`config.mk`:
```
export PLATFORM = sky130hd
export DESIGN_NAME = keyed_message_table_core
export DESIGN_NICKNAME = d
export VERILOG_FILES = /design/src/kmt_pkg.sv /design/src/kmt_cell.sv /design/src/keyed_message_table_core.sv
export SDC_FILE = /design/constraint.sdc
export NUM_CORES = 2
export LEC_CHECK = 0
export BUFFER_PORTS_ARGS = -buffer_cell sky130_fd_sc_hd__buf_2
export CORE_ASPECT_RATIO = 0.5
export CORE_MARGIN = 3
export CORE_UTILIZATION = 35
export DETAILED_ROUTE_END_ITERATION = 10
export HOLD_SLACK_MARGIN = 0.05
export PLACE_DENSITY_LB_ADDON = 0.1
export SLEW_MARGIN = 20
export SYNTH_ARGS = -nofsm -noshare
export SYNTH_HDL_FRONTEND = slang
export SYNTH_SLANG_ARGS = --single-unit
```
`constraint.sdc`:
```
create_clock -name clk -period 7.5 [get_ports clk]
set_clock_uncertainty 0.15 [all_clocks]
set_input_delay 0.375 -clock clk [delete_from_list [all_inputs] [get_ports clk]]
set_output_delay 0.375 -clock clk [all_outputs]
set_load 0.1 [all_outputs]
```
`src/kmt_pkg.sv`:
```
// shared types and constants for the keyed message table
// no dependencies
`timescale 1ns / 1ps

package kmt_pkg;

	localparam int DEPTH = 16;
	localparam int CNT_W = $clog2(DEPTH + 1);

	localparam logic [1:0] OP_UPSERT = 2'd0;
	localparam logic [1:0] OP_REMOVE = 2'd1;
	localparam logic [1:0] OP_LOOKUP = 2'd2;

	localparam logic [1:0] ST_OK        = 2'd0;
	localparam logic [1:0] ST_NOT_FOUND = 2'd1;
	localparam logic [1:0] ST_FULL      = 2'd2;

	typedef struct packed {
		logic [31:0] magic;
		logic [7:0]  code;
		logic [31:0] block;
	} msg_t;

	typedef struct packed {
		logic [15:0] key;
		msg_t        msg;
	} entry_t;

	typedef struct packed {
		logic        en;
		logic [1:0]  op;
		logic [15:0] key;
		msg_t        msg;
		logic        any_hit;
	} cmd_t;

endpackage

```
`src/kmt_cell.sv`:
```
// one table entry: key compare, in-place update, append and shift-down
// depends on kmt_pkg
`timescale 1ns / 1ps

module kmt_cell import kmt_pkg::*; (
	input  logic   clk,
	input  logic   arst_n,
	input  cmd_t   cmd,
	input  logic   prev_valid,
	input  logic   hit_in,
	input  msg_t   rd_in,
	input  logic   nxt_valid,
	input  entry_t nxt_entry,
	output logic   valid,
	output entry_t entry,
	output logic   hit_out,
	output msg_t   rd_out
);

	logic   valid_q;
	entry_t entry_q;
	logic   match;
	logic   do_upd;
	logic   do_app;
	logic   do_shift;

	assign match    = valid_q && (entry_q.key == cmd.key);
	assign hit_out  = hit_in | match;
	assign rd_out   = match ? (rd_in | entry_q.msg) : rd_in;
	assign valid    = valid_q;
	assign entry    = entry_q;

	assign do_upd   = cmd.en && (cmd.op == OP_UPSERT) && match;
	assign do_app   = cmd.en && (cmd.op == OP_UPSERT) && !cmd.any_hit && !valid_q && prev_valid;
	assign do_shift = cmd.en && (cmd.op == OP_REMOVE) && hit_out;

	always_ff @(posedge clk or negedge arst_n) begin
		if (!arst_n) begin
			valid_q <= 1'b0;
		end else if (do_app) begin
			valid_q <= 1'b1;
		end else if (do_shift) begin
			valid_q <= nxt_valid;
		end
	end

	always_ff @(posedge clk) begin
		if (do_app) begin
			entry_q <= '{key: cmd.key, msg: cmd.msg};
		end else if (do_upd) begin
			entry_q.msg <= cmd.msg;
		end else if (do_shift) begin
			entry_q <= nxt_entry;
		end
	end

endmodule

```
`src/keyed_message_table_core.sv`:
```
// keyed message table top level: row of kmt_cell entries and result register
// depends on kmt_pkg and kmt_cell
//
// channel  dir  tdata (low bit up)                     tuser (low bit up)
// s_*      in   conn_key, magic_in, code_in, block_in  op
// m_*      out  magic_out, code_out, block_out,        status, hit
//               entry_count, zero pad
//
// one word per cycle while s_tready is high: a command is applied to all cells at the edge it is accepted
// the result is captured in the output register at that same edge
// s_tready is low only while a result waits and m_tready is low
// reset empties the table at once (cell valid bits and entry count)
`timescale 1ns / 1ps

module keyed_message_table_core import kmt_pkg::*; (
	input  logic        clk,
	input  logic        arst_n,
	input  logic        s_tvalid,
	output logic        s_tready,
	input  logic [87:0] s_tdata,   // conn_key, magic_in, code_in, block_in
	input  logic [1:0]  s_tuser,   // op
	output logic        m_tvalid,
	input  logic        m_tready,
	output logic [79:0] m_tdata,   // magic_out, code_out, block_out, entry_count, pad
	output logic [2:0]  m_tuser    // status, hit
);

	cmd_t             cmd;
	logic             accept;
	logic [DEPTH-1:0] valid_w;
	entry_t           entry_w [DEPTH];
	logic             hit_chain [DEPTH+1];
	msg_t             rd_chain [DEPTH+1];
	logic [CNT_W-1:0] count_q;
	logic [CNT_W-1:0] count_nxt;
	logic             full;
	logic             out_valid_q;
	logic [1:0]       status_q;
	logic             hit_q;
	msg_t             rd_q;
	logic [CNT_W-1:0] ocount_q;
	logic [1:0]       status_nxt;
	logic             hit_nxt;
	msg_t             rd_nxt;

	assign s_tready = !out_valid_q || m_tready;
	assign accept   = s_tvalid && s_tready;
	assign full     = (count_q == CNT_W'(DEPTH));

	assign cmd.en        = accept;
	assign cmd.op        = s_tuser;
	assign cmd.key       = s_tdata[15:0];
	assign cmd.msg.magic = s_tdata[47:16];
	assign cmd.msg.code  = s_tdata[55:48];
	assign cmd.msg.block = s_tdata[87:56];
	assign cmd.any_hit   = hit_chain[DEPTH];

	assign hit_chain[0] = 1'b0;
	assign rd_chain[0]  = '0;

	for (genvar i = 0; i < DEPTH; i++) begin : g_cell
		logic   pv;
		logic   nv;
		entry_t ne;
		if (i == 0) begin : g_first
			assign pv = 1'b1;
		end else begin : g_mid
			assign pv = valid_w[i-1];
		end
		if (i == DEPTH - 1) begin : g_last
			assign nv = 1'b0;
			assign ne = '0;
		end else begin : g_inner
			assign nv = valid_w[i+1];
			assign ne = entry_w[i+1];
		end
		kmt_cell u_cell (
			.clk        (clk),
			.arst_n     (arst_n),
			.cmd        (cmd),
			.prev_valid (pv),
			.hit_in     (hit_chain[i]),
			.rd_in      (rd_chain[i]),
			.nxt_valid  (nv),
			.nxt_entry  (ne),
			.valid      (valid_w[i]),
			.entry      (entry_w[i]),
			.hit_out    (hit_chain[i+1]),
			.rd_out     (rd_chain[i+1])
		);
	end

	always_comb begin
		count_nxt  = count_q;
		status_nxt = ST_OK;
		hit_nxt    = 1'b0;
		rd_nxt     = '0;
		unique case (cmd.op)
			OP_UPSERT: begin
				hit_nxt = cmd.any_hit;
				if (!cmd.any_hit) begin
					if (full) begin
						status_nxt = ST_FULL;
					end else begin
						count_nxt = count_q + CNT_W'(1);
					end
				end
			end
			OP_REMOVE: begin
				hit_nxt = cmd.any_hit;
				if (cmd.any_hit) begin
					count_nxt = count_q - CNT_W'(1);
				end else begin
					status_nxt = ST_NOT_FOUND;
				end
			end
			OP_LOOKUP: begin
				hit_nxt = cmd.any_hit;
				if (cmd.any_hit) begin
					rd_nxt = rd_chain[DEPTH];
				end else begin
					status_nxt = ST_NOT_FOUND;
				end
			end
			default: begin
			end
		endcase
	end

	always_ff @(posedge clk or negedge arst_n) begin
		if (!arst_n) begin
			count_q     <= '0;
			out_valid_q <= 1'b0;
		end else begin
			if (accept) begin
				count_q <= count_nxt;
			end
			if (accept) begin
				out_valid_q <= 1'b1;
			end else if (m_tready) begin
				out_valid_q <= 1'b0;
			end
		end
	end

	always_ff @(posedge clk) begin
		if (accept) begin
			status_q <= status_nxt;
			hit_q    <= hit_nxt;
			rd_q     <= rd_nxt;
			ocount_q <= count_nxt;
		end
	end

	assign m_tvalid = out_valid_q;
	assign m_tuser  = {hit_q, status_q};
	assign m_tdata  = {(80 - 72 - CNT_W)'(0), ocount_q, rd_q.block, rd_q.code, rd_q.magic};

	// occupied cells always form a contiguous run that the counter tracks
	a_count_matches_valid: assert property (@(posedge clk) disable iff (!arst_n)
		$countones(valid_w) == int'(count_q))
		else $error("entry count differs from occupied cells");

	a_count_bound: assert property (@(posedge clk) disable iff (!arst_n)
		count_q <= CNT_W'(DEPTH))
		else $error("entry count above table depth");

	a_remove_dec: assert property (@(posedge clk) disable iff (!arst_n)
		accept && (cmd.op == OP_REMOVE) && cmd.any_hit |=> count_q == $past(count_q) - CNT_W'(1))
		else $error("remove hit did not shrink the table");

	a_full_no_hit: assert property (@(posedge clk) disable iff (!arst_n)
		m_tvalid && (m_tuser[1:0] == ST_FULL) |-> !m_tuser[2] && (ocount_q == CNT_W'(DEPTH)))
		else $error("full status with hit or short table");

endmodule
```
Word level (Yosys, flattened, before mapping)
Cells that the tools add are included.
Word-level totals
  register bits after elaboration: 1510
  latch bits: 0
  memory bits (writable): 0
  bits in read-only memories: 0
  input bits: 94
  word-level logic and storage cells: 432
  memories kept: 0
Cells by class
  $add $sub $neg: 2
  multipliers: 0
  divide/modulo/power cells: 0
  $lt $le $gt $ge: 0
  eq/ne operators: 35
  shift-type cells: 0
  muxes and demuxes: 122
  bitwise operators: 30
  reductions and logical operators: 155
Operators by type and width (count)
  2-to-1 mux 88 bit: 32
  2-to-1 mux 72 bit: 32
  OR 72 bit: 15
  == test 16 bit: 16
  2-to-1 mux 16 bit: 16
  logical AND 1 bit: 83
  nonzero test 3 bit: 16
  2-to-1 mux 1 bit: 35
  AND reduction 2 bit: 17
  nonzero test 2 bit: 17
  inequality test 2 bit, second input constant: 16
  logical NOT 1 bit: 18
  2-to-1 mux 5 bit: 3
  OR 1 bit: 15
  one-hot mux 5 bit (2 select lines): 1
  adder 5 x 1 -> 5 bit, second input constant: 1
  == test 5 bit, second input constant: 1
  subtractor 5 x 1 -> 5 bit, second input constant: 1
  2-to-1 mux 2 bit: 2
  one-hot mux 2 bit (2 select lines): 1
  OR reduction 3 bit: 1
  == test 2 x 1 -> 1 bit, second input constant: 1
  == test 2 bit, second input constant: 1
  logical NOT 2 bit: 1
  2 further kinds: 2

Logic depth before layout (Yosys ltp)
  depth in word-level cells: 33
  mapped depth: 15
  gate-level depth less buffers: 9

Modules after synthesis
From an unflattened synthesis, not the netlist that was laid out.
Second synthesis, totals
  cells, all modules: 5718
  area total of the unflattened synthesis: 77493.1 um^2
By module, submodules not included
  kmt_cell: times used 16, cells an instance 341, area each 4613.2 um^2, sequential area each 2667.6 um^2
  keyed_message_table_core: times used 1, cells an instance 262, area each 3682.3 um^2, sequential area each 2552.4 um^2

Least setup slack after synthesis
Ideal clock, no wire load.
  kind: register to register
  from: register out_valid_q (netlist: m_tvalid)
  to: register g_cell[4].u_cell.entry_q (netlist bit g_cell[4].u_cell.entry[0]), enable pin
  setup time: 0.602 ns
  arrival time: 8.613 ns
  data required time: 6.748 ns
  setup slack: -1.865 ns
  cell stages (with the launch flop): 7
  period minus slack after synthesis: 9.365 ns
  path through: dfrtp_1 -> nand2b_1 -> nand2_1 -> inv_2 -> nand2_1 -> clkbuf_1 -> o21ai_0
On the way
  longest elaborated chain between the ends: 8
  elaborated cells on any way between the ends: 11
  classes of those cells: reduce/logical: 11
RTL lines
  from (decl): RTL line keyed_message_table_core.sv:37  | logic out_valid_q;
  from (signal assigned): RTL line keyed_message_table_core.sv:133  | out_valid_q <= 1'b0;
  from (signal assigned): RTL line keyed_message_table_core.sv:139  | out_valid_q <= 1'b1;
  from (signal assigned): RTL line keyed_message_table_core.sv:141  | out_valid_q <= 1'b0;
  logical NOT 1 bit (*): RTL line keyed_message_table_core.sv:46  | assign s_tready = !out_valid_q || m_tready;
  logical OR 1 bit (*): RTL line keyed_message_table_core.sv:46
  named net s_tready: RTL line keyed_message_table_core.sv:19  | output logic s_tready,
  logical AND 1 bit (*): RTL line keyed_message_table_core.sv:47  | assign accept = s_tvalid && s_tready;
  named net accept: RTL line keyed_message_table_core.sv:29  | logic accept;
  logical AND 1 bit: RTL line kmt_cell.sv:33, kmt_cell.sv:34
  logical AND 1 bit (3 in series): RTL line kmt_cell.sv:34  | assign do_app = cmd.en && (cmd.op == OP_UPSERT) && !cmd.any_hit && !valid_q && prev_valid;
  nonzero test 3 bit (no source line) (*)
  to (signal assigned): RTL line kmt_cell.sv:49  | entry_q <= '{key: cmd.key, msg: cmd.msg};
  to (signal assigned): RTL line kmt_cell.sv:53  | entry_q <= nxt_entry;
  to (decl): RTL line kmt_cell.sv:21  | entry_t entry_q;
Mark *: on every way through the listed nets, which the timed path passes. The rest lies on a longest branch.
A chain may end at the register's enable or synchronous reset.

Final worst setup path
  from: input port s_tdata[12]
  to: register g_cell[2].u_cell.entry_q (netlist bit g_cell[2].u_cell.entry[86]), enable pin
On the way
  longest elaborated chain between the ends: 23
  elaborated cells on any way between the ends: 56
  classes of those cells: eq/ne: 17; bitwise: 15; reduce/logical: 24
RTL lines
  from (decl): RTL line keyed_message_table_core.sv:20  | input logic [87:0] s_tdata,
  == test 16 bit: RTL line kmt_cell.sv:27  | assign match = valid_q && (entry_q.key == cmd.key);
  logical AND 1 bit: RTL line kmt_cell.sv:27
  OR 1 bit (15 in series): RTL line kmt_cell.sv:28  | assign hit_out = hit_in | match;
  logical NOT 1 bit: RTL line kmt_cell.sv:34
  logical AND 1 bit (3 in series): RTL line kmt_cell.sv:34
  inequality test 2 bit (no source line) or nonzero test 2 bit (tied branches)
  AND reduction 2 bit (no source line) (*)
  to (signal assigned): RTL line kmt_cell.sv:49
  to (signal assigned): RTL line kmt_cell.sv:53
  to (decl): RTL line kmt_cell.sv:21
Mark *: on every way between the ends. The rest lies on a longest branch, timed or not.

==> metrics.txt <==
final worst path period share 0.712; sequential-to-total area share from yosys stat 0.613; Cell Area, Synth 73800 µm²; FFs w/ async S/R, synth 0.0146; CP required 7.75 ns; cell repeated most along the worst path nand2_1; status completed; drt drc 0; hold crit path type in2async; Most Crowded Layer GR met2; vias in the first global route 48.3k; number of synthesized flops with an enable pin 1488; CTS Buf Count 160; NumNets Final 5006; Longest Clk Path Bufs 4; slew margin rel. 0.216; Post-CTS Setup Inserts 0; drt total wl 284000 µm; met2 Resource Use GR 0.415; synth warn 0; first-pass GRT wire length 394000 µm; crit path from s_tdata[12]; Core Rows 118; Layout area overhead 12.8%; Leak Pwr 0.0265 µW; die width 656 µm; most frequent cell after synthesis edfxtp_1; Final min period 5.34 ns; reg2reg setup slack 2.54 ns; Worst-path clk slew 0.07 ns; met1 GRT Util 0.359; Ports 179; die area 217000 µm²; GRT Overall Usage 0.255; top post-synthesis cells by count edfxtp_1, mux2_2, mux2_1; Worst Path Arrival 5.59 ns; dpl cells 7482; DP HPWL 145000 µm; worst slew pin tran 1.18 ns; Core Region 208000 µm²; Fill cells 19.1k; Root Driver clkbuf_16; initial antenna violation count 7; post-synth cell types 68; Yosys top cell by area edfxtp_1; Mapped Cells 4830; post-route non-filler standard cell count 7840; largest net degree at the start of global routing 78; worst vdd ir 173 µV; Power Density 229 nW/µm²; RSZ-0062 raised after global routing false; number of I/O port buffers 175; initial drt markers 5029; critical path cell sequence dlygate4sd3_1, buf_2, buf_4, xor2_1, nor4_1, nand2_1, nor4bb_4, nor3_2, nand4b_2, nor2_2, nand3b_2, nand2_1; crit path max fanout 19; #FFs+latches synth 1510; WL/cell 36.2 µm; Skew-Pair Late Insertion Delay 0.81 ns; Avg Cell Area, Syn 15.3 µm²; Critical R2R Capture g_cell[2].u_cell.entry[86]$_DFFE_PP_; endpoint class of the critical path flop; Setup WS post-layout 2.16 ns; setup violators final 0; placement-stage worst setup slack 1.94 ns; Pins Over Slew Limit 0; Initial Util 0.354; Setup CP Type in2reg; gpl congestion 0.855; gr ovfl total 0; startpoint types primary input; clk sink count 1510; Crit-path slowest cell nand2_1; layout cells sized above 1 0.282; post-DR vias/cell 6.12; final hold vios 0; grt met3 use 0.0370; CP peak stage delay 0.84 ns; DR pass1 iterations 5; most used flip-flop cell after synthesis edfxtp_1; Sum Neg Setup Slack 0 ns; Chip Height 331 µm; Yosys top cell area share 0.605; post-route ant nets 0; end point of the critical path g_cell[2].u_cell.entry[86]$_DFFE_PP_; Max-Cap Viols 0; via count 48.0k; H-Tree Depth 4; Register-to-Register Path Depth 7; Critical R2R Launch m_tvalid$_DFFE_PN0P_; Synth area leaders edfxtp_1, mux2_2, mux2_1; fmax 187 MHz; TritonCTS clock tree built
how the worst min path moves through the flow:
stage | from | end | slack [ns]
after floorplan | arst_n | count_q[0]$_DFFE_PN0P_ | -0.07
after global placement | m_tvalid$_DFFE_PN0P_ | m_tvalid$_DFFE_PN0P_ | 0.36
after detailed placement | arst_n | g_cell[3].u_cell.valid$_DFFE_PN0P_ | 0.36
after CTS | arst_n | g_cell[14].u_cell.valid$_DFFE_PN0P_ | 0.12
after global routing | arst_n | g_cell[1].u_cell.valid$_DFFE_PN0P_ | 0.14
final | arst_n | g_cell[15].u_cell.valid$_DFFE_PN0P_ | 0.13
metal layers:
layer / part of all wire / wire, µm / vias to the layer above
met5: 0 / 0 / -
met4: 0.025 / 7100 / 0
met3: 0.070 / 19900 / 405
met2: 0.46 / 132000 / 2255
met1: 0.44 / 125000 / 25800
li1: - / - / 19400
sequential cells by signal, summed over array words and instances, names as in the netlist:
register	flops
g_cell.u_cell.entry	1408
m_tvalid	1
count_q	5
m_tdata	72
g_cell.u_cell.valid	16
hit_q	1
status_q	2
ocount_q	5
cell families after synthesis:
family          count (synthesis)  share of synthesized area
compound gates                723                     0.0801
xor+xnor                      258                     0.0306
fa+ha+maj                       6                    0.00102
buf+inv                       454                     0.0282
flops                        1510                      0.613
mux                          1336                      0.203
other cells                     1                  0.0000508
simple gates                  542                     0.0439
power breakdown:
group	internal [µW]	switching [µW]
clock network	4240	3520
registers	9510	249
logic	517	1040
total	14300	4810
area by class of cell:
class	instances	area, µm²	area share
antenna	2	5.00	0.0000601
tap	2820	3530	0.0424
clock inverter	76	573	0.00688
timing repair buffer	346	2880	0.0345
multi-input combinational	2868	26800	0.322
clock buffer	198	4200	0.0504
inverter	20	80.1	0.000961
sequential	1510	45200	0.543
placed cells by master (no fill, tap or decap), types with 6 or more instances in the layout:
master	Yosys	final
a21o_1	9	9
a21oi_1	9	9
a221oi_1	216	216
a22o_1	217	217
a22oi_1	145	145
a31oi_1	76	76
and2_1	92	91
and3_1	82	76
and3_4	0	6
buf_12	0	41
buf_2	134	175
buf_4	49	48
bufinv_16	0	8
clkbuf_1	214	35
clkbuf_16	0	162
clkinv_1	1	38
clkinv_2	0	22
dfrtp_1	22	22
dlygate4sd3_1	0	82
edfxtp_1	1488	1488
ha_1	6	6
inv_1	18	18
mux2_1	453	453
mux2_2	868	868
mux2i_1	15	15
nand2_1	91	79
nand2_4	0	12
nand3_1	25	25
nand3b_2	9	9
nand4_1	83	83
nor2_1	47	44
nor3_1	20	20
nor3b_2	11	11
nor4_1	25	23
o21ai_0	22	18
o21ai_4	12	17
xnor2_1	207	207
xor2_1	51	51
through the flow:
stage	total power (µW)	utilization	hold WS [ns]	instance area [µm²]
6_report	19100	0.400	0.133	83300
5_1_grt	19600	0.400	0.136	83300
4_1_cts	19200	0.400	0.122	83300
3_5_place_dp	11400	0.373	0.356	77700
3_3_place_gp	11400	0.373	0.356	77700
2_1_floorplan	10800	-	-0.0706	73800
repair_timing:
action                                  in CTS  in global routing
hold endpoints to repair                  1187                  0
endpoints found under the setup margin       0                  0
hold buffers                                82                  0
resized for setup                            0                  0
critical path, delay by kind of cell:
kind                      cells  cell delay, ns
xor gates and xnor gates      1            0.23
and+or+nand+nor               8            3.58
buffers and inverters         3            1.33
Note: power is estimated with default switching activity, not from simulation.
